<file path="src/sv/sjfaw_pkg.sv">
package sjfaw_pkg;

  // Field widths of the job and result beats.
  localparam int unsigned ARRIVAL_W   = 16;
  localparam int unsigned BURST_W     = 16;
  localparam int unsigned WAIT_W      = 25;
  localparam int unsigned AVG_W       = 33;
  localparam int unsigned COUNT_OUT_W = 5;

  // Fraction bits of the average and the number of divider steps.
  localparam int unsigned FRAC_W    = 8;
  localparam int unsigned DIV_STEPS = WAIT_W + FRAC_W;

  // Default job store depth.
  localparam int unsigned MAX_JOBS_DEF = 16;

endpackage

</file>
<file path="src/sv/sjf_average_wait_core.sv">
// Non-preemptive shortest-job-first evaluator.
// Input channel (in_valid / in_stall): each beat loads one job (arrival time,
// burst length). The beat with in_last_job set loads its job and starts the
// schedule of the batch. Jobs beyond MAX_JOBS are dropped and set the
// overflow flag of that batch.
// Result channel (out_valid / out_stall): one beat per batch with the total
// wait, the average wait (UQ25.8, truncated), the job count and overflow.
// Sequence: after the last job beat, each selection round scans the loaded
// jobs through the store's registered read port and then decides (n = jobs
// loaded); a round that finds no arrived job only moves the clock, so a
// nonempty batch has at most 2n rounds. The average then comes from a
// restoring divider at one quotient bit per cycle, and the result is posted
// once the output register is free.
// in_stall is high for the whole evaluation. Job beats are taken again while
// the result beat still waits; a new evaluation posts its result only after
// the previous one is taken. A stalled result holds its value.
// Reset (synchronous, rst_n low) empties the job store and drops any pending
// result.
module sjf_average_wait_core #(
  parameter int unsigned MAX_JOBS = sjfaw_pkg::MAX_JOBS_DEF
) (
  input  logic                                clk,
  input  logic                                rst_n,
  input  logic                                in_valid,
  output logic                                in_stall,
  input  logic [sjfaw_pkg::ARRIVAL_W-1:0]     in_job_arrival,
  input  logic [sjfaw_pkg::BURST_W-1:0]       in_job_burst,
  input  logic                                in_last_job,
  output logic                                out_valid,
  input  logic                                out_stall,
  output logic [sjfaw_pkg::WAIT_W-1:0]        out_total_wait,
  output logic [sjfaw_pkg::AVG_W-1:0]         out_average_wait_q8,
  output logic [sjfaw_pkg::COUNT_OUT_W-1:0]   out_job_count,
  output logic                                out_overflow
);

  localparam int unsigned AW  = sjfaw_pkg::ARRIVAL_W;
  localparam int unsigned BW  = sjfaw_pkg::BURST_W;
  localparam int unsigned WW  = sjfaw_pkg::WAIT_W;
  localparam int unsigned QW  = sjfaw_pkg::AVG_W;
  localparam int unsigned CW  = $clog2(MAX_JOBS + 1);
  localparam int unsigned IW  = (MAX_JOBS > 1) ? $clog2(MAX_JOBS) : 1;
  localparam int unsigned CKW = AW + CW;
  localparam int unsigned SW  = $clog2(sjfaw_pkg::DIV_STEPS + 1);

  localparam logic [2:0] ST_IDLE   = 3'd0;
  localparam logic [2:0] ST_SCAN   = 3'd1;
  localparam logic [2:0] ST_DECIDE = 3'd2;
  localparam logic [2:0] ST_DIV    = 3'd3;
  localparam logic [2:0] ST_DONE   = 3'd4;

  // Job store.
  logic [AW-1:0] arr_mem [MAX_JOBS];
  logic [BW-1:0] bur_mem [MAX_JOBS];

  logic [2:0]          state_r, state_nxt;
  logic [CW-1:0]       loaded_r, loaded_nxt;
  logic                dropped_r, dropped_nxt;
  logic [MAX_JOBS-1:0] fin_r, fin_nxt;
  logic [CKW-1:0]      clock_r, clock_nxt;
  logic [WW-1:0]       sum_r, sum_nxt;
  logic [CW-1:0]       done_r, done_nxt;
  logic [CW-1:0]       iss_r, iss_nxt;
  logic                rd_vld_r, rd_vld_nxt;
  logic [AW-1:0]       rd_arr_r;
  logic [BW-1:0]       rd_bur_r;
  logic                rd_fin_r;
  logic [IW-1:0]       rd_idx_r;
  logic                found_r, found_nxt;
  logic [AW-1:0]       best_arr_r, best_arr_nxt;
  logic [BW-1:0]       best_bur_r, best_bur_nxt;
  logic [IW-1:0]       best_idx_r, best_idx_nxt;
  logic                any_r, any_nxt;
  logic [AW-1:0]       earliest_r, earliest_nxt;
  logic [CW-1:0]       rem_r, rem_nxt;
  logic [QW-1:0]       quo_r, quo_nxt;
  logic [SW-1:0]       step_r, step_nxt;
  logic                out_valid_r, out_valid_nxt;
  logic [WW-1:0]       out_wait_r, out_wait_nxt;
  logic [QW-1:0]       out_avg_r, out_avg_nxt;
  logic [sjfaw_pkg::COUNT_OUT_W-1:0] out_cnt_r, out_cnt_nxt;
  logic                out_ovf_r, out_ovf_nxt;

  logic          store_full;
  logic          wr_en;
  logic [IW-1:0] rd_addr;
  logic          cand;
  logic          pending;
  logic [WW-1:0] sum_add;
  logic [CW:0]   trial;

  assign store_full = (loaded_r == CW'(MAX_JOBS));
  assign wr_en      = (state_r == ST_IDLE) && in_valid && !store_full;
  assign rd_addr    = iss_r[IW-1:0];

  // Store write on a job beat; registered read for the scan.
  always_ff @(posedge clk) begin
    if (wr_en) begin
      arr_mem[loaded_r[IW-1:0]] <= in_job_arrival;
      bur_mem[loaded_r[IW-1:0]] <= in_job_burst;
    end
    rd_arr_r <= arr_mem[rd_addr];
    rd_bur_r <= bur_mem[rd_addr];
    rd_fin_r <= fin_r[rd_addr];
    rd_idx_r <= rd_addr;
  end

  // Scan compare: arrived and unfinished, and unfinished at all.
  assign cand    = !rd_fin_r && (CKW'(rd_arr_r) <= clock_r);
  assign pending = !rd_fin_r;

  // Wait of the picked job added to the running total.
  assign sum_add = sum_r + WW'(clock_r - CKW'(best_arr_r));

  // One restoring divider step.
  assign trial = {rem_r, quo_r[QW-1]} - {1'b0, loaded_r};

  // Sequencer.
  always_comb begin
    state_nxt     = state_r;
    loaded_nxt    = loaded_r;
    dropped_nxt   = dropped_r;
    fin_nxt       = fin_r;
    clock_nxt     = clock_r;
    sum_nxt       = sum_r;
    done_nxt      = done_r;
    iss_nxt       = iss_r;
    rd_vld_nxt    = rd_vld_r;
    found_nxt     = found_r;
    best_arr_nxt  = best_arr_r;
    best_bur_nxt  = best_bur_r;
    best_idx_nxt  = best_idx_r;
    any_nxt       = any_r;
    earliest_nxt  = earliest_r;
    rem_nxt       = rem_r;
    quo_nxt       = quo_r;
    step_nxt      = step_r;
    out_valid_nxt = out_valid_r;
    out_wait_nxt  = out_wait_r;
    out_avg_nxt   = out_avg_r;
    out_cnt_nxt   = out_cnt_r;
    out_ovf_nxt   = out_ovf_r;

    // The result beat leaves when the receiver takes it.
    if (out_valid_r && !out_stall) begin
      out_valid_nxt = 1'b0;
    end

    unique case (state_r)
      ST_IDLE: begin
        if (in_valid) begin
          if (!store_full) begin
            fin_nxt[loaded_r[IW-1:0]] = 1'b0;
            loaded_nxt = loaded_r + 1'b1;
          end else begin
            dropped_nxt = 1'b1;
          end
          if (in_last_job) begin
            clock_nxt  = '0;
            sum_nxt    = '0;
            done_nxt   = '0;
            iss_nxt    = '0;
            rd_vld_nxt = 1'b0;
            found_nxt  = 1'b0;
            any_nxt    = 1'b0;
            state_nxt  = ST_SCAN;
          end
        end
      end

      ST_SCAN: begin
        // Issue one store read per cycle.
        rd_vld_nxt = (iss_r != loaded_r);
        if (iss_r != loaded_r) begin
          iss_nxt = iss_r + 1'b1;
        end
        // Compare the entry read in the previous cycle.
        if (rd_vld_r) begin
          if (cand && (!found_r || rd_bur_r < best_bur_r)) begin
            found_nxt    = 1'b1;
            best_arr_nxt = rd_arr_r;
            best_bur_nxt = rd_bur_r;
            best_idx_nxt = rd_idx_r;
          end
          if (pending && (!any_r || rd_arr_r < earliest_r)) begin
            any_nxt      = 1'b1;
            earliest_nxt = rd_arr_r;
          end
        end
        if (iss_r == loaded_r && !rd_vld_r) begin
          state_nxt = ST_DECIDE;
        end
      end

      ST_DECIDE: begin
        iss_nxt    = '0;
        rd_vld_nxt = 1'b0;
        found_nxt  = 1'b0;
        any_nxt    = 1'b0;
        if (found_r) begin
          // Run the picked job.
          sum_nxt             = sum_add;
          clock_nxt           = clock_r + CKW'(best_bur_r);
          fin_nxt[best_idx_r] = 1'b1;
          done_nxt            = done_r + 1'b1;
          if (CW'(done_r + 1'b1) == loaded_r) begin
            rem_nxt   = '0;
            quo_nxt   = {sum_add, {sjfaw_pkg::FRAC_W{1'b0}}};
            step_nxt  = SW'(sjfaw_pkg::DIV_STEPS);
            state_nxt = ST_DIV;
          end else begin
            state_nxt = ST_SCAN;
          end
        end else if (any_r) begin
          // Nothing has arrived: jump to the earliest pending arrival.
          clock_nxt = CKW'(earliest_r);
          state_nxt = ST_SCAN;
        end else begin
          // Empty batch: the average is zero.
          rem_nxt   = '0;
          quo_nxt   = '0;
          step_nxt  = SW'(sjfaw_pkg::DIV_STEPS);
          state_nxt = ST_DIV;
        end
      end

      ST_DIV: begin
        if (loaded_r == '0) begin
          quo_nxt = '0;
        end else if (!trial[CW]) begin
          rem_nxt = trial[CW-1:0];
          quo_nxt = {quo_r[QW-2:0], 1'b1};
        end else begin
          // The shifted remainder is below the divisor, so its top bit is zero.
          rem_nxt = CW'({rem_r, quo_r[QW-1]});
          quo_nxt = {quo_r[QW-2:0], 1'b0};
        end
        step_nxt = step_r - 1'b1;
        if (step_r == SW'(1)) begin
          state_nxt = ST_DONE;
        end
      end

      ST_DONE: begin
        // Post the result once the output register is free, then clear.
        if (!out_valid_r) begin
          out_valid_nxt = 1'b1;
          out_wait_nxt  = sum_r;
          out_avg_nxt   = quo_r;
          out_cnt_nxt   = sjfaw_pkg::COUNT_OUT_W'(loaded_r);
          out_ovf_nxt   = dropped_r;
          loaded_nxt    = '0;
          dropped_nxt   = 1'b0;
          fin_nxt       = '0;
          state_nxt     = ST_IDLE;
        end
      end

      default: begin
        state_nxt = ST_IDLE;
      end
    endcase
  end

  // Control registers.
  always_ff @(posedge clk) begin
    if (!rst_n) begin
      state_r     <= ST_IDLE;
      loaded_r    <= '0;
      dropped_r   <= 1'b0;
      fin_r       <= '0;
      rd_vld_r    <= 1'b0;
      out_valid_r <= 1'b0;
    end else begin
      state_r     <= state_nxt;
      loaded_r    <= loaded_nxt;
      dropped_r   <= dropped_nxt;
      fin_r       <= fin_nxt;
      rd_vld_r    <= rd_vld_nxt;
      out_valid_r <= out_valid_nxt;
    end
  end

  // Datapath registers.
  always_ff @(posedge clk) begin
    clock_r    <= clock_nxt;
    sum_r      <= sum_nxt;
    done_r     <= done_nxt;
    iss_r      <= iss_nxt;
    found_r    <= found_nxt;
    best_arr_r <= best_arr_nxt;
    best_bur_r <= best_bur_nxt;
    best_idx_r <= best_idx_nxt;
    any_r      <= any_nxt;
    earliest_r <= earliest_nxt;
    rem_r      <= rem_nxt;
    quo_r      <= quo_nxt;
    step_r     <= step_nxt;
    out_wait_r <= out_wait_nxt;
    out_avg_r  <= out_avg_nxt;
    out_cnt_r  <= out_cnt_nxt;
    out_ovf_r  <= out_ovf_nxt;
  end

  assign in_stall            = (state_r != ST_IDLE);
  assign out_valid           = out_valid_r;
  assign out_total_wait      = out_wait_r;
  assign out_average_wait_q8 = out_avg_r;
  assign out_job_count       = out_cnt_r;
  assign out_overflow        = out_ovf_r;

endmodule
</file>
<file path="config.mk">
export PLATFORM = sky130hd
export DESIGN_NAME = sjf_average_wait_core
export DESIGN_NICKNAME = d
export VERILOG_FILES = /design/src/sv/sjfaw_pkg.sv /design/src/sv/sjf_average_wait_core.sv
export SDC_FILE = /design/constraint.sdc
export NUM_CORES = 1
export LEC_CHECK = 0
export BUFFER_PORTS_ARGS = -buffer_cell sky130_fd_sc_hd__buf_2
export CAP_MARGIN = 20
export CORE_MARGIN = 3
export CORE_UTILIZATION = 45
export DETAILED_ROUTE_END_ITERATION = 7
export PLACE_DENSITY_LB_ADDON = 0.25
export SYNTH_ARGS = -nofsm -noshare
export SYNTH_HDL_FRONTEND = slang
export SYNTH_SLANG_ARGS = --single-unit
export TNS_END_PERCENT = 1
</file>
<file path="constraint.sdc">
create_clock -name clk -period 6.3 [get_ports clk]
set_input_delay 1.26 -clock clk [delete_from_list [all_inputs] [get_ports clk]]
set_output_delay 1.26 -clock clk [all_outputs]
set_load 0.1 [all_outputs]
</file>
==> metrics.cfg, run 1 <==
[outcome]
status = completed

[clocking]
cts_buffer_depth = 3
clk_latency_ps = 630
cts_resized = 0
clk_pin_slew_ps = 60
cts_buffers = 85
cts_tree = done
cts.htree.levels = 3
numClockSinks = 794
cts_setup_buffers = 0
cts-root-buf = clkbuf_16
ctsHoldBuffers = 0

[job]
maxCapViolCount = 0

[worst_setup_path]
cp_max_fo = 7
start_kind = flop
cp-startpoint = clock_r[4]
crit_required_ps = 6640
arrival_ps = 5160
path_class = flop to flop
timing.rr.start = clock_r[4]
cp-end-kind = flop

[floorplanning]
die_w_um = 278.4
die_height_um = 278.4
initial_core_util_pct = 45.62
dieArea_mm2 = 0.07752
rows = 99
io_pins = 103
core_area_mm2 = 0.07321

[sta]
skew_ps = 24.93
setup_viol = 0
relSlewSlack_pct = 29.65
timing.final.max_slew_violations = 0
setup_ws_ps = 1478
finalHoldViolCount = 0
period_share_pct = 76.53
min_period_ps = 4822
rsz0062_at_grt = false
setup_tns_ps = 0
worstMarginPinSlew_ps = 1053
clock.fmax_mhz = 207.4

[cells_and_area]
nets = 2276
final_cell_mix = 730 x edfxtp_1, 165 x mux4_2, 115 x ha_1
n_fill_cell = 5906
area_growth_pct = 13.53
final_common_cell = edfxtp_1
drive_above_1_share_pct = 20.89

[routing]
drtPass1Iterations = 5
drt_iter0_markers = 1477
wl_um = 71790
vias = 17472
ant_nets = 0
drc = 0
wl_per_cell_um = 22.77
avgViaCountPerCell = 5.541

[logic_synthesis]
synth_compound_area_share_pct = 5.380
synth_edf_count = 730
syn-instance-count = 1972
yosysWarningCount = 0
ys_types = 74
syn_area_per_cell_um2 = 16.94
syn_area_mm2 = 0.03340
yosys_most_used_dff = edfxtp_1
synth_xor_area_share_pct = 2.150
synthesis.nets = 2128
yosysSeqAreaShare_pct = 69.47
synth_top_family_by_area = multiplexers
yosys_register_bits = 794
muxShareOfSynthArea_pct = 11.58
ys_async_sr_fraction_pct = 0
synthAdderAreaFrac_pct = 4.548
synth_simple_gate_area_share_pct = 4.900

[place]
post-place-ws_ps = 1571
gp_congestion = 0.8682
io_buffers = 102
dp_hpwl_um = 44530

[global_routing]
grt_pass1_vias = 18005
grt_max_degree = 137
groute.usage.overall_pct = 18.83
grt_pass1_wl_um = 111100
antenna_found_initial = 8
gr-total-overflow = 0

[power_and_ir_drop]
power_uw = 16610
power_leakage_uw = 0.01310
irDropWorstVdd_uv = 384.0
p_per_area_mw_per_mm2 = 438.0

[min_path]
min_from = rd_idx_r[1]
hp-class = flop to flop

[power breakdown]
group	leakage, µW	total (µW)	switching, µW	internal, µW
Combinational	0.00461	4970	2760	2220
Sequential	0.00716	6840	410	6430
Clock	0.00133	4790	2020	2770
Total	0.0131	16600	5180	11400
[critical path: stages (launching register included)]
cell	delay [ps]
edfxtp_1	440
ha_1	370
and2_1	170
o2111a_1	230
a21oi_1	200
a311oi_1	170
a41o_1	330
a21o_1	190
a21oi_1	220
xnor2_1	150
ha_1	330
a21o_1	250
a21o_1	180
a21o_2	210
or3_1	320
a31o_2	240
a41o_1	240
xnor2_1	200
o21ai_1	80
[Yosys cell counts (3+ instances only)]
library cell,number,area share (%)
nor3b_1,4,0.090
o21bai_1,3,0.067
o21a_1,5,0.11
nor2_1,125,1.4
xor2_1,31,0.81
a31o_2,3,0.079
a31oi_1,14,0.26
a21oi_1,73,1.1
nand2_1,92,1.0
o21ai_0,70,1.0
ha_1,115,4.3
nor3_1,18,0.27
a211oi_1,7,0.16
xnor2_1,51,1.3
buf_1,10,0.11
nand4_1,10,0.19
mux2i_1,14,0.42
and2_1,14,0.26
a21o_1,37,0.83
clkbuf_1,49,0.55
edfxtp_1,730,66
dfxtp_1,64,3.8
fa_1,4,0.24
a21boi_0,16,0.36
buf_2,8,0.12
o211ai_1,10,0.22
or3_1,8,0.15
nor2b_1,13,0.24
nand3_1,23,0.34
mux4_2,165,11
inv_1,96,1.1
o31ai_1,4,0.090
and3_1,14,0.26
a311oi_1,3,0.079
nand2b_1,17,0.32
o21ai_1,5,0.075
[area by class of cell]
class,count,area (µm²),area share [%]
sequential,794,23200,61.19
tap,959,1200,3.164
timing repair buffer,131,765.7,2.019
clock inverter,47,425.4,1.122
clock buffer,112,2278,6.009
multi-input combinational,1011,9677,25.52
inverter,97,364.1,0.9602
antenna,2,5.005,0.01320
[cell families after synthesis]
group                      after synthesis
AOI/OAI and AO/OA                      279
DFF                                    794
and+or+nand+nor                        351
muxes                                  180
xor gates and xnor gates                82
adders and majority gates              119
buffers and inverters                  167
[state kept, by name, summed over array words and instances, names as in the netlist, 21 cells and up]
| register | flops |
|---|---|
| arr_mem | 256 |
| bur_mem | 256 |
| clock_r | 21 |
| out_average_wait_q8 | 33 |
| out_total_wait | 25 |
| quo_r | 33 |
| sum_r | 25 |
[per-layer routing]
| metal | vias up | part of all wire (%) | track usage, % | wire [µm] |
|---|---|---|---|---|
| met5 | - | 0.091 | 0 | 65 |
| met2 | 447 | 51 | 33.04 | 36940 |
| met3 | 84 | 5.7 | 3.464 | 4125 |
| li1 | 8007 | - | - | - |
| met1 | 8922 | 41 | 24.58 | 29690 |
| met4 | 12 | 1.3 | 4.142 | 964 |
[stage by stage]
stage / hold WS (ps) / instance area, µm² / util [%] / cells
after floorplan: 346.2 / 33400 / - / 1972
after global placement: 387.4 / 35210 / 48.10 / 2992
after detailed placement: 390.4 / 35210 / 48.10 / 2992
after CTS: 404.2 / 37910 / 51.79 / 3151
after global routing: 406.3 / 37910 / 51.79 / 3151
final: 402.3 / 37920 / 51.80 / 3153
[final timing paths]
kind | endpoint | slack, ps | cells after the start
min reg2reg | best_idx_r[1] | 400 | 0
max reg2reg | quo_r[30] | 1480 | 18
max | quo_r[30] | 1480 | 18
min | best_idx_r[1] | 400 | 0
Note: power is estimated with default switching activity, not from simulation.
==> run 2, diff against run 1 <==
--- a/config.mk
+++ b/config.mk
@@ -5,6 +5,7 @@
 export SDC_FILE = /design/constraint.sdc
 export NUM_CORES = 1
 export LEC_CHECK = 0
+export ABC_AREA = 1
 export BUFFER_PORTS_ARGS = -buffer_cell sky130_fd_sc_hd__buf_2
 export CAP_MARGIN = 20
 export CORE_MARGIN = 3
==> constraint.sdc (replaced) <==
create_clock -name clk -period 4.4 [get_ports clk]
set_input_delay 0.88 -clock clk [delete_from_list [all_inputs] [get_ports clk]]
set_output_delay 0.88 -clock clk [all_outputs]
set_load 0.1 [all_outputs]
==> run 2 against run 1 <==
Sequential power is 48% higher. Sequential share of layout area is 2.2 points lower. Sequential cell count stayed put. Core utilization is 0.31 points lower. Clock skew is 5.0 ps higher. First-iteration DRC count is 65% higher. Synthesized area is 4.3% higher. Die area is 4.2% higher. Highest routed layer unchanged. Cell count is 36% higher. Synthesized cell count is 56% higher. Non-clock buffer count is 10 higher. Critical endpoint is now quo_r[20]. Clock power is 44% higher.
==> metrics.cfg, run 2 <==
[cells_and_area]
area_growth_pct = 12.80  ; was 13.53%
regArea_mm2 = 0.02320  ; unchanged
final_cell_mix = 730 x edfxtp_1, 424 x nand2_1, 410 x nor2_1  ; was 730 x edfxtp_1, 165 x mux4_2, 115 x ha_1
drive_above_1_share_pct = 9.618  ; was 20.89%
nets = 3331  ; was 2276
n_fill_cell = 6647  ; was 5906
final_area_mm2 = 0.03930  ; was 0.03792 mm²
multi_input_area_mm2 = 0.01033  ; was 0.009677 mm²
final_common_cell = edfxtp_1  ; unchanged

[power_and_ir_drop]
power.switching_uw = 11420  ; was 5184 µW
power_frac_comb_pct = 39.2  ; was 30.0%
irDropWorstVdd_uv = 526.1  ; was 384.0 µV
power_leakage_uw = 0.01435  ; was 0.01310 µW
power_uw = 27970  ; was 16610 µW
p_int_uw = 16550  ; was 11430 µW
power_frac_clock_pct = 24.6  ; was 28.9%
seqPwrFrac_pct = 36.2  ; was 41.2%
p_per_area_mw_per_mm2 = 711.6  ; was 438.0 mW/mm²
p_sw_share_pct = 40.82  ; was 31.21%

[sta]
min_period_ps = 3856  ; was 4822 ps
finalHoldViolCount = 0  ; unchanged
setup_tns_ps = 0  ; unchanged
clock.fmax_mhz = 259.4  ; was 207.4 MHz
rsz0062_at_grt = false  ; unchanged
skew_ps = 29.89  ; was 24.93 ps
worstMarginPinSlew_ps = 1140  ; was 1053 ps
period_share_pct = 87.63  ; was 76.53%
timing.final.max_slew_violations = 0  ; unchanged
relSlewSlack_pct = 24.00  ; was 29.65%
setup_viol = 0  ; unchanged

[logic_synthesis]
synthesis.nets = 3231  ; was 2128
syn_area_per_cell_um2 = 11.33  ; was 16.94 µm²
yosysTopAreaCell = edfxtp_1  ; unchanged
synth_edf_count = 730  ; unchanged
syn_area_mm2 = 0.03484  ; was 0.03340 mm²
yosysWarningCount = 0  ; unchanged
yosys_most_used_dff = edfxtp_1  ; unchanged
ys_async_sr_fraction_pct = 0  ; unchanged
ys_types = 47  ; was 74
yosys_register_bits = 794  ; unchanged
yosys-top-cells-area = edfxtp_1 63%, o21ai_0 5.0%, nand2_1 4.6%  ; was edfxtp_1 66%, mux4_2 11%, ha_1 4.3%
synth_most_common_cell = edfxtp_1  ; unchanged
syn-instance-count = 3075  ; was 1972
yosysSeqAreaShare_pct = 66.59  ; was 69.47%
synthTopCellsByCount = 730 x edfxtp_1, 424 x nand2_1, 413 x nor2_1  ; was 730 x edfxtp_1, 165 x mux4_2, 125 x nor2_1
yosysTopAreaCellShare_pct = 62.92  ; was 65.64%

[routing]
ant_nets = 0  ; unchanged
drt_iter0_markers = 2443  ; was 1477
drtPass1Iterations = 6  ; was 5
vias = 24167  ; was 17472
wl_per_cell_um = 21.93  ; was 22.77 µm
avgViaCountPerCell = 5.646  ; was 5.541
drc = 0  ; unchanged
wl_um = 93860  ; was 71790 µm

[clocking]
cts-root-buf = clkbuf_16  ; unchanged
cts_setup_buffers = 0  ; unchanged
cts_buffer_depth = 3  ; unchanged
ctsHoldBuffers = 0  ; unchanged
clk_latency_ps = 650  ; was 630 ps
cts_tree = done  ; unchanged
clk_pin_slew_ps = 60  ; about the same
cts_buffers = 83  ; was 85
numClockSinks = 794  ; unchanged
cts.htree.levels = 3  ; unchanged
cts_resized = 0  ; unchanged

[worst_setup_path]
rr_endpoint = quo_r[20]  ; was quo_r[30]
cp_max_fo = 4  ; was 7
rrSetupSlack_ps = 540  ; was 1480 ps
path_class = flop to flop  ; unchanged
crit_required_ps = 4760  ; was 6640 ps
timing.rr.start = clock_r[3]  ; was clock_r[4]
cp-endpoint = quo_r[20]  ; was quo_r[30]
reg2reg_depth = 16  ; was 18
cp-end-kind = flop  ; unchanged
start_kind = flop  ; unchanged
cp-startpoint = clock_r[3]  ; was clock_r[4]
arrival_ps = 4220  ; was 5160 ps

[place]
gp_congestion = 0.9783  ; was 0.8682
dp_hpwl_um = 57690  ; was 44530 µm
placed_area_mm2 = 0.03655  ; was 0.03521 mm²
io_buffers = 102  ; unchanged

[floorplanning]
dieArea_mm2 = 0.08080  ; was 0.07752 mm²
die_height_um = 284.3  ; was 278.4 µm
rows = 101  ; was 99
initial_core_util_pct = 45.65  ; was 45.62%
core_area_mm2 = 0.07633  ; was 0.07321 mm²
io_pins = 103  ; unchanged
die_w_um = 284.3  ; was 278.4 µm

[global_routing]
grt_pass1_wl_um = 141400  ; was 111100 µm
grt_max_degree = 244  ; was 137
gr-total-overflow = 0  ; unchanged
groute.usage.overall_pct = 22.83  ; was 18.83%
grt_pass1_vias = 23449  ; was 18005
antenna_found_initial = 11  ; was 8

[min_path]
hp-class = flop to flop  ; unchanged

[job]
maxCapViolCount = 0  ; unchanged

[outcome]
status = completed  ; unchanged

-- run 2: changes by cell type after synthesis, sizes merged, moves of 19 or more --
cell / previous run / this run
nor3: 18 / 37
mux4: 165 / 0
nand3: 23 / 137
nand2: 92 / 429
clkbuf: 49 / 82
o221ai: 1 / 53
xnor2: 51 / 15
a21o: 39 / 0
inv: 96 / 234
buf: 20 / 44
a21oi: 73 / 143
o21ai: 75 / 349
nor2: 126 / 419
o22ai: 1 / 104
-- run 2: worst max-delay path, stage by stage, from the launching register on --
cell and delay [ps]:
edfxtp_1 430, ha_1 390, nand2_1 140, nor2_1 110
nand2_1 50, nand3_1 170, inv_1 90, o21ai_0 280
xor2_1 270, ha_1 320, a21oi_1 280, inv_1 90
nor2_1 110, nand2_1 140, a21oi_1 260, xor2_1 310
o21ai_0 120
-- run 2: power by group through the flow --
stage | Sequential [µW] | Clock (µW) | Combinational, µW
5_1_grt | 10200 | 7340 | 12200
3_5_place_dp | 10300 | 0 | 10900
2_1_floorplan | 10000 | 0 | 7350
6_report | 10100 | 6880 | 11000
4_1_cts | 10100 | 7000 | 10900
3_3_place_gp | 10200 | 0 | 10800
-- run 2: cells by family (layout without fill, tap and decap cells) --
logic type	Yosys count	after routing	share of synthesized area, %
DFF	794	794	66.59
adders and majority gates	119	119	4.360
other	0	6	0
buffers and inverters	362	531	4.112
and+or+nand+nor	1066	1066	12.64
AOI/OAI and AO/OA	680	680	10.94
xor gates and xnor gates	54	54	1.357
-- run 2: final cells by class --
cell class,count,area share [%]
clock buffer,118,5.982
antenna,6,0.03820
tap,1030,3.279
clock inverter,36,0.8819
inverter,236,2.270
multi-input combinational,1919,26.29
timing repair buffer,141,2.222
sequential,794,59.04
-- run 2: through the flow --
stage               setup WS, ps  cells  hold slack [ps]  util (%)
CTS                        572.4   4272            391.5     51.42
global placement           561.9   4118            388.3     47.89
detailed placement         582.3   4118            394.2     47.89
finish                     544.5   4280            399.9     51.49
global route               168.4   4279            401.5     51.49
floorplan                  168.1   3075            342.7         -
-- run 2: layer usage --
metal  part of all wire (%)  vias to the layer above  global-route usage, %
li1                       -                    11213                      -
met1                     41                    11865                  30.25
met2                     48                      912                  37.63
met3                    8.1                      173                  4.595
met4                    2.9                        4                  7.883
met5                  0.027                        -                      0
-- run 2: how the worst min path moves through the flow --
| stage | startpoint | end | slack (ps) | cells after the start |
|---|---|---|---|---|
| floorplan | iss_r[2] | rd_idx_r[2] | 340 | 0 |
| global placement | rd_idx_r[0] | best_idx_r[0] | 390 | 0 |
| detailed placement | rd_idx_r[1] | best_idx_r[1] | 390 | 0 |
| CTS | rd_idx_r[1] | best_idx_r[1] | 390 | 0 |
| global route | rd_idx_r[1] | best_idx_r[1] | 400 | 0 |
| finish | rd_idx_r[1] | best_idx_r[1] | 400 | 0 |
==> run 3, diff against run 2 <==
--- a/config.mk
+++ b/config.mk
@@ -12,6 +12,7 @@
 export CORE_UTILIZATION = 45
 export DETAILED_ROUTE_END_ITERATION = 7
 export PLACE_DENSITY_LB_ADDON = 0.25
+export REMOVE_ABC_BUFFERS = 1
 export SYNTH_ARGS = -nofsm -noshare
 export SYNTH_HDL_FRONTEND = slang
 export SYNTH_SLANG_ARGS = --single-unit
==> run 3 against run 2 <==
Worst hold slack gained 5.1 ps. Core utilization about the same. Via count down 0.58%. Critical path depth up 6. Die area unchanged. Sequential share of layout area is essentially flat. Routed wire length fell by 3.3%. Power shrank 1.9%. Non-clock buffer count unchanged. Critical path type unchanged. Largest power group unchanged.
==> metrics.cfg, run 3 (synthesized netlist as in run 2, its figures left out) <==
[floorplanning]
dieArea_mm2 = 0.08080  ; unchanged
core_area_mm2 = 0.07633  ; unchanged
io_pins = 103  ; unchanged
die_w_um = 284.3  ; unchanged
rows = 101  ; unchanged
die_height_um = 284.3  ; unchanged
initial_core_util_pct = 45.65  ; unchanged

[routing]
avgViaCountPerCell = 5.623  ; was 5.646
wl_per_cell_um = 21.24  ; was 21.93 µm
wl_um = 90770  ; was 93860 µm
drt_iter0_markers = 1888  ; was 2443
drc = 0  ; unchanged
ant_nets = 0  ; unchanged
drtPass1Iterations = 7  ; was 6
vias = 24028  ; was 24167

[min_path]
min_from = rd_idx_r[1]  ; unchanged
hp-class = flop to flop  ; unchanged
hold_path_end = best_idx_r[1]  ; unchanged
holdPathStages = 0  ; unchanged

[power_and_ir_drop]
power_leakage_uw = 0.01435  ; about the same
irDropWorstVdd_uv = 610.9  ; was 526.1 µV
power_uw = 27450  ; was 27970 µW
p_per_area_mw_per_mm2 = 698.2  ; was 711.6 mW/mm²

[place]
dp_cells = 4120  ; was 4118
post-place-ws_ps = 673.5  ; was 582.3 ps
dp_hpwl_um = 53490  ; was 57690 µm
gp_congestion = 0.9169  ; was 0.9783
io_buffers = 102  ; unchanged

[clocking]
cts_buffer_depth = 3  ; unchanged
clk_pin_slew_ps = 60  ; about the same
cts-root-buf = clkbuf_16  ; unchanged
clk_latency_ps = 640  ; was 650 ps
cts_tree = done  ; unchanged
cts_setup_buffers = 0  ; unchanged
cts_buffers = 83  ; unchanged
ctsHoldBuffers = 0  ; unchanged
cts.htree.levels = 3  ; unchanged
numClockSinks = 794  ; unchanged
cts_resized = 0  ; unchanged

[cells_and_area]
final_cell_mix = 730 x edfxtp_1, 424 x nand2_1, 410 x nor2_1  ; unchanged
final_cells = 4273  ; was 4280
drive_above_1_share_pct = 9.439  ; was 9.618%
nets = 3331  ; unchanged
area_growth_pct = 12.83  ; was 12.80%
final_common_cell = edfxtp_1  ; unchanged

[global_routing]
grt_max_degree = 204  ; was 244
met1_usage_pct = 28.81  ; was 30.25%
antenna_found_initial = 2  ; was 11
grt_pass1_wl_um = 138400  ; was 141400 µm
groute.usage.overall_pct = 22.16  ; was 22.83%
grt_pass1_vias = 23328  ; was 23449
gr-total-overflow = 0  ; unchanged
busiest_layer = met2  ; unchanged
met3_usage_pct = 3.312  ; was 4.595%
grtUsageMet2_pct = 37.60  ; was 37.63%

[sta]
hold_slack_ps = 405.0  ; was 399.9 ps
setup_viol = 0  ; unchanged
setup_tns_ps = 0  ; unchanged
finalHoldViolCount = 0  ; unchanged
relSlewSlack_pct = 25.09  ; was 24.00%
min_period_ps = 3744  ; was 3856 ps
skew_ps = 20.54  ; was 29.89 ps
rsz0062_at_grt = false  ; unchanged
timing.final.max_slew_violations = 0  ; unchanged
period_share_pct = 85.10  ; was 87.63%
clock.fmax_mhz = 267.1  ; was 259.4 MHz
setup_ws_ps = 655.6  ; was 544.5 ps
worstMarginPinSlew_ps = 1124  ; was 1140 ps

[worst_setup_path]
rr_endpoint = quo_r[31]  ; was quo_r[20]
rrSetupSlack_ps = 660  ; was 540 ps
reg2reg_depth = 22  ; was 16
timing.rr.start = clock_r[0]  ; was clock_r[3]
cp_max_fo = 4  ; unchanged
cp-end-kind = flop  ; unchanged
crit_required_ps = 4750  ; was 4760 ps
start_kind = flop  ; unchanged
path_class = flop to flop  ; unchanged
arrival_ps = 4090  ; was 4220 ps

[outcome]
status = completed  ; unchanged

[job]
maxCapViolCount = 0  ; unchanged

## run 3: cell count changes in the layout (fill, tap and decap cells not counted), sizes merged
cell      delta
inv          +5
diode        -5
clkinv       -3
clkbuf       -5
clkinvlp     -2
bufinv       +3
## run 3: worst max path at each step
stage / start / endpoint / depth (start not counted)
detailed placement: clock_r[0] / quo_r[31] / 22
finish: clock_r[0] / quo_r[31] / 22
CTS: clock_r[0] / quo_r[31] / 22
global placement: clock_r[0] / quo_r[32] / 23
floorplan: iss_r[0] / iss_r[0] / 6
global route: clock_r[0] / quo_r[31] / 23
## run 3: worst max-delay path: stages (launching register included)
cell and delay [ps]:
edfxtp_1 390, inv_1 60, ha_1 230, fa_1 410, inv_1 70, nand3_1 60, nand2_1 130, nand2_1 70
nand2_1 130, nand2_1 80, nand2_1 120, a21boi_0 120, xnor2_1 160, ha_1 360, nand2_1 130, o21ai_0 320
nand2_1 150, nand2_1 90, nand2_1 70, nand3_1 80, nand2_1 50, nand2_1 90, o21ai_0 90
## run 3: layout make-up
class,instances,area (µm²)
inverter,236,890.9
multi-input combinational,1919,10330
sequential,794,23200
tap,1030,1289
clock buffer,113,2240
antenna,1,2.502
fill,6702,37020
clock inverter,39,437.9
timing repair buffer,141,915.9
## run 3: report_power, final
group / switching (µW) / internal, µW / leakage (µW)
Sequential: 659 / 9430 / 0.00718
Clock: 2920 / 3960 / 0.00130
Combinational: 7280 / 3180 / 0.00587
Total: 10900 / 16600 / 0.0144
## run 3: stage by stage
step / util, % / area, µm²
floorplan: - / 34290
global placement: 47.99 / 36630
detailed placement: 47.99 / 36630
CTS: 51.50 / 39310
global route: 51.50 / 39310
finish: 51.50 / 39310
## run 3: routing by layer
layer / share of wire, % / routed length (µm)
met5: 0.022 / 20
met4: 3.4 / 3073
met3: 6.1 / 5569
met2: 49 / 44180
met1: 42 / 37930
